$ cat src/rtl/rcn_pkg.sv
package rcn_pkg;

  localparam int unsigned ChanW       = 8;
  localparam int unsigned SumW        = 10;
  localparam int unsigned NumW        = 16;
  localparam int unsigned QuotW       = 8;
  localparam int unsigned NumLanes    = 3;
  localparam int unsigned FullScale   = 255;
  localparam int unsigned CutoffReset = 64;

  typedef struct packed {
    logic [ChanW-1:0] chan0_in;
    logic [ChanW-1:0] chan1_in;
    logic [ChanW-1:0] chan2_in;
  } pix_t;

  typedef struct packed {
    logic [ChanW-1:0] chan0_out;
    logic [ChanW-1:0] chan1_out;
    logic [ChanW-1:0] chan2_out;
  } res_t;

  // Sideband that travels alongside the lanes
  typedef struct packed {
    logic valid;
    logic black;
  } ctl_t;

endpackage

$ cat src/rtl/rcn_lane.sv
module rcn_lane (
  input  logic                       clk_i,
  input  logic [rcn_pkg::ChanW-1:0]  chan_i,
  input  logic [rcn_pkg::SumW-1:0]   sum_i,
  output logic [rcn_pkg::ChanW-1:0]  norm_o
);
  import rcn_pkg::*;

  localparam int unsigned ShW = NumW + 2;

  logic [NumW-1:0]  rem_q [QuotW];
  logic [SumW-1:0]  div_q [QuotW];
  logic [QuotW-1:0] quo_q [QuotW];

  logic [NumW-1:0] num;

  // 255*c as (c << 8) - c
  assign num = {chan_i, {ChanW{1'b0}}} - NumW'(chan_i);

  // Restoring divider, one quotient bit per stage, MSB first.
  // 255*c < 256*sum, so eight bits cover the quotient.
  for (genvar k = 0; k < QuotW; k++) begin : g_stage
    logic [NumW-1:0]  rem_in;
    logic [SumW-1:0]  div_in;
    logic [QuotW-1:0] quo_in;
    logic [ShW-1:0]   div_sh;
    logic             take;

    if (k == 0) begin : g_first
      assign rem_in = num;
      assign div_in = sum_i;
      assign quo_in = '0;
    end else begin : g_next
      assign rem_in = rem_q[k-1];
      assign div_in = div_q[k-1];
      assign quo_in = quo_q[k-1];
    end

    assign div_sh = ShW'(div_in) << (QuotW - 1 - k);
    assign take   = {2'b00, rem_in} >= div_sh;

    always_ff @(posedge clk_i) begin
      rem_q[k] <= take ? rem_in - div_sh[NumW-1:0] : rem_in;
      div_q[k] <= div_in;
      quo_q[k] <= quo_in | (QuotW'(take) << (QuotW - 1 - k));
    end
  end

  // Round half to even, then cap
  logic [SumW:0]   rem2;
  logic            up;
  logic [QuotW:0]  rounded;

  assign rem2    = {rem_q[QuotW-1][SumW-1:0], 1'b0};
  assign up      = (rem2 > {1'b0, div_q[QuotW-1]}) ||
                   ((rem2 == {1'b0, div_q[QuotW-1]}) && quo_q[QuotW-1][0]);
  assign rounded = {1'b0, quo_q[QuotW-1]} + (QuotW+1)'(up);
  assign norm_o  = rounded[QuotW] ? ChanW'(FullScale) : rounded[ChanW-1:0];

endmodule

$ cat src/rtl/rcn_merge.sv
module rcn_merge (
  input  logic                      clk_i,
  input  logic                      rst_ni,
  input  rcn_pkg::ctl_t             ctl_i,
  input  logic [rcn_pkg::ChanW-1:0] norm_i [rcn_pkg::NumLanes],
  output logic                      valid_o,
  output rcn_pkg::res_t             res_o
);
  import rcn_pkg::*;

  logic valid_q;
  res_t res_q;

  always_ff @(posedge clk_i or negedge rst_ni) begin
    if (!rst_ni) begin
      valid_q <= 1'b0;
    end else begin
      valid_q <= ctl_i.valid;
    end
  end

  // Black pixel overrides all lanes
  always_ff @(posedge clk_i) begin
    if (ctl_i.valid) begin
      res_q.chan0_out <= ctl_i.black ? '0 : norm_i[0];
      res_q.chan1_out <= ctl_i.black ? '0 : norm_i[1];
      res_q.chan2_out <= ctl_i.black ? '0 : norm_i[2];
    end
  end

  assign valid_o = valid_q;
  assign res_o   = res_q;

endmodule

$ cat src/rtl/rgb_chromaticity_normalize_unit.sv
// Pipeline: one input stage, eight divider stages, one output stage; a pixel
//   accepted at the input stage is then on res_o, with valid_o high.
// Throughput: one pixel per clock; busy is never raised.
// The receiver cannot stall; each result is shown for exactly one cycle.
// Reset (rst_ni low, async): pipeline valids cleared, cutoff register back to 64.
module rgb_chromaticity_normalize_unit (
  input  logic                       clk_i,
  input  logic                       rst_ni,
  input  logic                       start,
  output logic                       busy,
  input  rcn_pkg::pix_t              pix_i,
  input  logic                       cfg_we_i,
  input  logic [rcn_pkg::SumW-1:0]   cfg_data_i,
  output logic                       valid_o,
  output rcn_pkg::res_t              res_o
);
  import rcn_pkg::*;

  // Sideband depth: input stage plus one per divider stage
  localparam int unsigned Depth = QuotW + 1;

  // Every channel share is 255/3 when all three channels match
  localparam logic [ChanW-1:0] EqualShare = ChanW'(FullScale / NumLanes);

  logic                accept;
  logic [SumW-1:0]     cutoff_q;
  logic [SumW-1:0]     sum_d, sum_q;
  logic [ChanW-1:0]    chan_q [NumLanes];
  logic                vld_q  [Depth];
  logic                blk_q  [Depth];
  logic [ChanW-1:0]    norm   [NumLanes];
  ctl_t                ctl;

  // Fully pipelined: never busy
  assign busy   = 1'b0;
  assign accept = start && !busy;

  // Black cutoff register: write only while idle; the block does not enforce this
  always_ff @(posedge clk_i or negedge rst_ni) begin
    if (!rst_ni) begin
      cutoff_q <= SumW'(CutoffReset);
    end else if (cfg_we_i) begin
      cutoff_q <= cfg_data_i;
    end
  end

  // Input stage: channel sum and black decision, both settled before the lanes
  assign sum_d = SumW'(pix_i.chan0_in) + SumW'(pix_i.chan1_in) + SumW'(pix_i.chan2_in);

  always_ff @(posedge clk_i) begin
    if (accept) begin
      chan_q[0] <= pix_i.chan0_in;
      chan_q[1] <= pix_i.chan1_in;
      chan_q[2] <= pix_i.chan2_in;
      sum_q     <= sum_d;
    end
  end

  // Sideband follows the lanes stage by stage
  always_ff @(posedge clk_i or negedge rst_ni) begin
    if (!rst_ni) begin
      for (int i = 0; i < Depth; i++) begin
        vld_q[i] <= 1'b0;
      end
    end else begin
      vld_q[0] <= accept;
      for (int i = 1; i < Depth; i++) begin
        vld_q[i] <= vld_q[i-1];
      end
    end
  end

  // Sum zero is always black, so a lane's divide by zero never reaches the output
  always_ff @(posedge clk_i) begin
    blk_q[0] <= sum_d <= cutoff_q;
    for (int i = 1; i < Depth; i++) begin
      blk_q[i] <= blk_q[i-1];
    end
  end

  // One divider lane per color channel, all sharing the same sum
  for (genvar l = 0; l < NumLanes; l++) begin : g_lane
    rcn_lane u_lane (
      .clk_i  (clk_i),
      .chan_i (chan_q[l]),
      .sum_i  (sum_q),
      .norm_o (norm[l])
    );
  end

  assign ctl.valid = vld_q[Depth-1];
  assign ctl.black = blk_q[Depth-1];

  // Output register: applies black override and raises the strobe
  rcn_merge u_merge (
    .clk_i   (clk_i),
    .rst_ni  (rst_ni),
    .ctl_i   (ctl),
    .norm_i  (norm),
    .valid_o (valid_o),
    .res_o   (res_o)
  );

  // Each result strobe traces back to one accepted transaction
  a_strobe_src: assert property (@(posedge clk_i) disable iff (!rst_ni)
    valid_o |-> $past(accept, Depth + 1))
    else $error("result strobe without matching transaction");

  // A pixel judged black leaves as all zeros
  a_black_zero: assert property (@(posedge clk_i) disable iff (!rst_ni)
    $past(vld_q[0] && blk_q[0], Depth) |-> (valid_o && res_o == '0))
    else $error("black pixel produced nonzero output");

  // Gray input, not black: every channel becomes one third of full scale
  a_gray_share: assert property (@(posedge clk_i) disable iff (!rst_ni)
    $past(vld_q[0] && !blk_q[0] && chan_q[0] == chan_q[1] && chan_q[1] == chan_q[2],
          Depth)
    |-> (valid_o && res_o.chan0_out == EqualShare && res_o.chan1_out == EqualShare &&
         res_o.chan2_out == EqualShare))
    else $error("gray pixel not normalized to equal shares");

endmodule
$ cat config.mk
export PLATFORM = sky130hd
export DESIGN_NAME = rgb_chromaticity_normalize_unit
export DESIGN_NICKNAME = d
export VERILOG_FILES = /design/src/rtl/rcn_pkg.sv /design/src/rtl/rcn_lane.sv /design/src/rtl/rcn_merge.sv /design/src/rtl/rgb_chromaticity_normalize_unit.sv
export SDC_FILE = /design/constraint.sdc
export NUM_CORES = 1
export LEC_CHECK = 0
export BUFFER_PORTS_ARGS = -buffer_cell sky130_fd_sc_hd__buf_2
export CAP_MARGIN = 5
export CORE_ASPECT_RATIO = 1.75
export CORE_UTILIZATION = 35
export DETAILED_ROUTE_END_ITERATION = 8
export PLACE_DENSITY_LB_ADDON = 0.15
export REMOVE_ABC_BUFFERS = 1
export SLEW_MARGIN = 20
export SYNTH_ARGS = -nofsm -noshare
export SYNTH_HDL_FRONTEND = slang
export SYNTH_SLANG_ARGS = --single-unit
$ cat constraint.sdc
create_clock -name clk_i -period 10.6 [get_ports clk_i]
set_input_delay 2.12 -clock clk_i [delete_from_list [all_inputs] [get_ports clk_i]]
set_output_delay 2.12 -clock clk_i [all_outputs]
set_load 0.03 [all_outputs]
==> flow_summary.ini, run 1 <==
[setup_path]
worst_ep_required_time_ps = 11120
crit_family = adder cells
r2r-end = g_lane[0].u_lane.rem_q[0][14]
end_kind = flop
timing.critical_path.from = pix_i[17]
crit_path_max_fanout = 2
critPathBufInv = 4
path_class = input pin to flop
crit_path_cell_trace = buf_2, inv_1, fa_1, inv_1, ha_1, inv_1, fa_1, nor2b_1, o21ai_0, a21boi_0, o21ai_0, nand2b_1, a21oi_1, nor2_1, ha_1, nand4_1, nor2_1, a21oi_1, o211ai_1, nand2_1
worst_setup_path_start_kind = input pin
path_depth = 20
crit_end = blk_q[0][0]
rr_worst_depth = 14
timing.rr.start = chan_q[0][0]
worst_ep_arrival_time_ps = 5130
slowest_stage = fa_1
slowest_delay_ps = 430
rrSetupSlack_ps = 6010
crit_top_cell = inv_1

[clocking]
cts_tree = built
clk_path_buf_depth = 3
cts-root-buf = clkbuf_16
cts_resized = 0
clock_latency_ps = 640
clkSlewWorstSetupHoldPaths_ps = 60
postCtsHoldBufs = 0
cts_made_buffers = 68
htreeDepth = 3
cts_setup_buffers = 0
clock-sinks = 641

[timing]
fin_ws_ps = 5990
fin_setup_tns_ps = 0
min_period_over_period_pct = 43.5
finalCriticalPeriod_ps = 4610
grt_setup_unrepaired = false
finalSetupViolCount = 0
worst_pin_slew_ps = 1000
fmax_ghz = 0.217
slew_viol_final = 0
maxSlewHeadroom_pct = 32.9
skew_ps = 30.6
hold_viol = 0

[logic_synthesis]
synth_area_per_cell_um2 = 9.85
ys_async_sr_fraction_pct = 3.12
muxShareOfSynthArea_pct = 3.84
synth_cell_types = 81
postSynthCellCount = 3059
ys.flop_type = dfxtp_1
netlist_top_cells_area = dfxtp_1 (37%), ha_1 (12%), edfxtp_1 (5.8%), o21ai_0 (4.0%), a21oi_1 (3.6%)
synth_top_area_cell = dfxtp_1
synth-edff-count = 58
ys_seq_elements = 641
synth_compound_area_share_pct = 14.3
ys_seq_area_share_pct = 44.8
synthAdderAreaFrac_pct = 14.4
yosys.area_share.simple_pct = 13.1
synth_xor_area_share_pct = 6.13
synth_top_family_by_area = adder cells
synth_top_area_share_pct = 37.4
yosysWarningCount = 0
syn_area_um2 = 30100

[place]
io_buffers = 62
placed_area_um2 = 31800
dpl.hpwl_mm = 69.4
gp_congestion = 0.936
place_ws_ps = 5290

[global_route]
grt_usage_pct = 19.3
antenna_found_initial = 1
grt_max_degree = 36
grt_remaining_overflow = 0
grt_pass1_wl_mm = 126
grt_pass1_vias = 22198

[power]
power_density_nw_per_um2 = 370
leakage_uw = 0.0147
vdd_drop_max_mv = 0.129

[finish]
seqCellArea_um2 = 13500
fin_area_um2 = 34200
nNetsFinal = 3522
num-fill-cells = 8428
mostFrequentLayoutCells = dfxtp_1 (563), ha_1 (293), o21ai_0 (238), inv_1 (221), a21oi_1 (219)
multi_input_area_um2 = 15600
final_common_cell = dfxtp_1
area_delta_synth_final_pct = 13.5
drive_gt1_share_pct = 8.91

[die]
fp-row-count = 142
die-height_um = 390
coreArea_um2 = 85500
pin_count = 64
initial_core_util_pct = 35.3
die_x_um = 224
dieArea_um2 = 87300

[detailed_routing]
wirelength_mm = 83.9
viasPerCell = 4.89
post_drt_wl_per_cell_um = 19.2
first_iter_violations = 939
drc = 0
drt_first_pass_iters = 5
antenna_left = 0
via_count = 21355

[run_status]
status = finished clean

[job]
drv_cap = 0

[worst_hold_path]
hold_class = flop to flop
## routing by layer
metal  share of wire [%]  global-route usage, %  vias up
met5                   0                      0        -
met4                 8.9                   15.8        0
met3                 2.3                   2.57      202
met2                  58                   40.5      352
met1                  31                   15.2     9809
li1                    -                      -    10992
## Yosys cell counts, types with 5 or more instances
library cell and instances:
nor4_1 29, o2111ai_1 5, a21boi_0 9, o41ai_1 12, mux2i_1 27, nor2_1 209
and2_1 12, nand3b_1 6, a21o_1 54, nand3_1 38, nor3_1 69, xor2_1 103
nand4_1 39, a211oi_1 22, ha_1 293, clkbuf_1 39, a31o_2 5, nor2b_1 68
o31ai_1 20, a21oi_1 219, mux2_4 5, or4_1 20, o21a_1 31, edfxtp_1 58
o21bai_1 18, xnor2_1 108, o21ai_0 238, a41oi_1 5, nand4b_1 8, nand2_1 195
nand2b_1 45, mux2_2 69, dfrtp_1 19, or3_1 20, o31a_1 16, dfxtp_1 563
fa_1 33, and3_1 15, a31oi_1 9, o211ai_1 17, inv_1 221
## state kept, by name, summed over array words and instances, names as in the netlist
name / flops
g_lane.u_lane.quo_q: 108
u_merge.valid_o: 1
g_lane.u_lane.div_q: 80
sum_q: 10
u_merge.res_o: 24
chan_q: 24
vld_q: 8
ctl: 1
blk_q: 9
cutoff_q: 10
g_lane.u_lane.rem_q: 366
## worst min-delay path by stage
stage / from / to / slack (ps) / cells past startpoint
6_report: g_lane[0].u_lane.quo_q[0][29] / g_lane[0].u_lane.quo_q[1][5] / 320 / 0
5_1_grt: g_lane[2].u_lane.quo_q[1][23] / g_lane[2].u_lane.quo_q[1][31] / 320 / 0
4_1_cts: g_lane[2].u_lane.quo_q[1][13] / g_lane[2].u_lane.quo_q[1][21] / 320 / 0
3_5_place_dp: g_lane[2].u_lane.quo_q[1][12] / g_lane[2].u_lane.quo_q[1][20] / 310 / 0
3_3_place_gp: g_lane[2].u_lane.quo_q[0][14] / g_lane[2].u_lane.quo_q[0][22] / 310 / 0
2_1_floorplan: blk_q[0][0] / blk_q[0][1] / 310 / 0
## area by class of cell
type,count,area share (%)
antenna,1,0.00731
tap,1152,4.21
multi-input combinational,2152,45.6
sequential,641,39.5
clock buffer,91,5.86
inverter,221,2.42
clock inverter,32,1.23
timing repair buffer,74,1.17
## cell families (layout without fill, tap and decap cells)
group,count (synthesis),count (layout)
other cells,1,2
mux,104,104
xor+xnor,211,211
simple gates,795,795
compound gates,715,715
fa+ha+maj,326,326
flops,641,641
buf+inv,266,418
## stage by stage
stage	total power [uW]	hold slack [ps]	cells	util [%]
4_1_cts	12800	315	4363	40.0
2_1_floorplan	8600	310	3014	-
5_1_grt	13700	324	4363	40.0
3_5_place_dp	10200	312	4240	37.2
6_report	12700	319	4364	40.0
3_3_place_gp	10100	310	4240	37.2
## where the power goes
part	internal (uW)	switching [uW]	total (uW)
Sequential	3450	501	3950
Clock	1530	998	2530
Combinational	2710	3480	6180
Note: power is estimated with default switching activity, not from simulation.
==> run 2: changes to the inputs <==
==> constraint.sdc (replaced) <==
create_clock -name clk_i -period 4.8 [get_ports clk_i]
set_input_delay 0.96 -clock clk_i [delete_from_list [all_inputs] [get_ports clk_i]]
set_output_delay 0.96 -clock clk_i [all_outputs]
set_load 0.03 [all_outputs]
==> flow_summary.ini, run 2 (synthesis results as in run 1) <==
[finish]
top_regs = g_lane.u_lane.rem_q (366), g_lane.u_lane.quo_q (108), g_lane.u_lane.div_q (80)
final_common_cell = dfxtp_1
drive_gt1_share_pct = 8.82
antenna_cells = 0
mostFrequentLayoutCells = dfxtp_1 (563), ha_1 (293), o21ai_0 (238), inv_1 (221), a21oi_1 (219)
fin_area_um2 = 34100
num-fill-cells = 8384
nNetsFinal = 3521
regMostFlops = g_lane.u_lane.rem_q
largest_register_ffs = 366
area_delta_synth_final_pct = 13.2

[setup_path]
worst_ep_arrival_time_ps = 4950
r2r-end = g_lane[0].u_lane.rem_q[0][11]
worst_setup_path_start_kind = flop
path_class = flop to flop
crit_path_max_fanout = 10
end_kind = flop
timing.rr.start = chan_q[0][0]
worst_ep_required_time_ps = 5320
rr_worst_depth = 14
rrSetupSlack_ps = 370

[detailed_routing]
wl_met1_mm = 25.8
top_layer = met4
antenna_left = 0
wirelength_mm = 83.5
met3WireLength_mm = 2.06
via_count = 21551
wl_met2_mm = 47.2
first_iter_violations = 897
post_drt_wl_per_cell_um = 19.2
viasPerCell = 4.94
drt_first_pass_iters = 5
drc = 0

[place]
place_ws_ps = 363
io_buffers = 62
gp_congestion = 0.942
placed_area_um2 = 31800
dpl.hpwl_mm = 68.9

[timing]
grt_setup_unrepaired = false
hold_viol = 0
finalSetupViolCount = 0
fin_setup_tns_ps = 0
min_period_over_period_pct = 92.2
skew_ps = 28.9
fmax_ghz = 0.226
worst_pin_slew_ps = 915
finalCriticalPeriod_ps = 4430
slew_viol_final = 0
fin_ws_ps = 374
whs_ps = 265
maxSlewHeadroom_pct = 39.0

[die]
fp-row-count = 142
die_x_um = 224
die-height_um = 390
initial_core_util_pct = 35.3
dieArea_um2 = 87300
pin_count = 64
coreArea_um2 = 85500

[clocking]
clkSlewWorstSetupHoldPaths_ps = 60
cts_setup_buffers = 0
clk_path_buf_depth = 3
clock_latency_ps = 640
postCtsHoldBufs = 0
cts_made_buffers = 66
cts_resized = 0
clock-sinks = 641
cts-root-buf = clkbuf_16
cts_tree = built
htreeDepth = 3

[power]
power_density_nw_per_um2 = 815
vdd_drop_max_mv = 0.305
leakage_uw = 0.0147

[worst_hold_path]
hold_class = input pin to async pin

[global_route]
grt_max_degree = 36
grt_pass1_wl_mm = 126
grt_usage_pct = 19.3
antenna_found_initial = 0
grt_pass1_vias = 22678
grt_remaining_overflow = 0

[job]
drv_cap = 0

[run_status]
status = finished clean
[run 2: cell types whose count changed in the layout (fill, tap and decap cells not counted), sizes merged]
cell	change
buf	+1
bufinv	-3
clkbuf	+3
clkinv	-8
clkinvlp	+1
diode	-1
inv	+2
[run 2: how the worst max path moves through the flow]
stage	startpoint	end	slack [ps]
finish	chan_q[0][0]	g_lane[0].u_lane.rem_q[0][11]	370
global route	chan_q[0][0]	g_lane[0].u_lane.rem_q[0][14]	40
CTS	chan_q[0][0]	g_lane[0].u_lane.rem_q[0][9]	350
detailed placement	chan_q[0][0]	g_lane[0].u_lane.rem_q[0][9]	360
global placement	chan_q[0][0]	g_lane[0].u_lane.rem_q[0][11]	430
floorplan	chan_q[0][0]	g_lane[0].u_lane.rem_q[0][11]	950
[run 2: cell type report]
class                      instances  area [um2]  area share (%)
clock inverter                    24         317           0.928
multi-input combinational       2152       15600            45.7
clock buffer                      94        1990            5.84
tap                             1152        1440            4.23
inverter                         221         830            2.43
timing repair buffer              75         408            1.20
sequential                       641       13500            39.6
[run 2: per-layer routing]
metal,vias to the layer above,global-route usage (%)
li1,10988,-
met1,9929,14.8
met2,400,39.7
met3,234,2.73
met4,0,18.2
met5,-,0
[run 2: where the power goes]
group          internal, uW  switching [uW]  total (uW)
Sequential             7610            1110        8730
Clock                  3190            2200        5390
Combinational          5990            7690       13700
[run 2: critical path, stage by stage, from the launching register on]
cell	delay (ps)
edfxtp_1	470
or3_1	480
or4_4	480
nor3_1	250
nand2b_1	190
ha_1	180
inv_1	60
fa_1	390
a21oi_1	220
o21ai_0	150
a21oi_1	280
o21ai_0	120
a31oi_1	240
or2_1	470
mux2_4	340
[run 2: through the flow]
stage	cells	power (uW)	utilization, %
2_1_floorplan	3014	19000	-
3_3_place_gp	4241	22300	37.2
3_5_place_dp	4241	22500	37.2
4_1_cts	4359	28100	39.9
5_1_grt	4359	30200	39.9
6_report	4359	27800	39.9
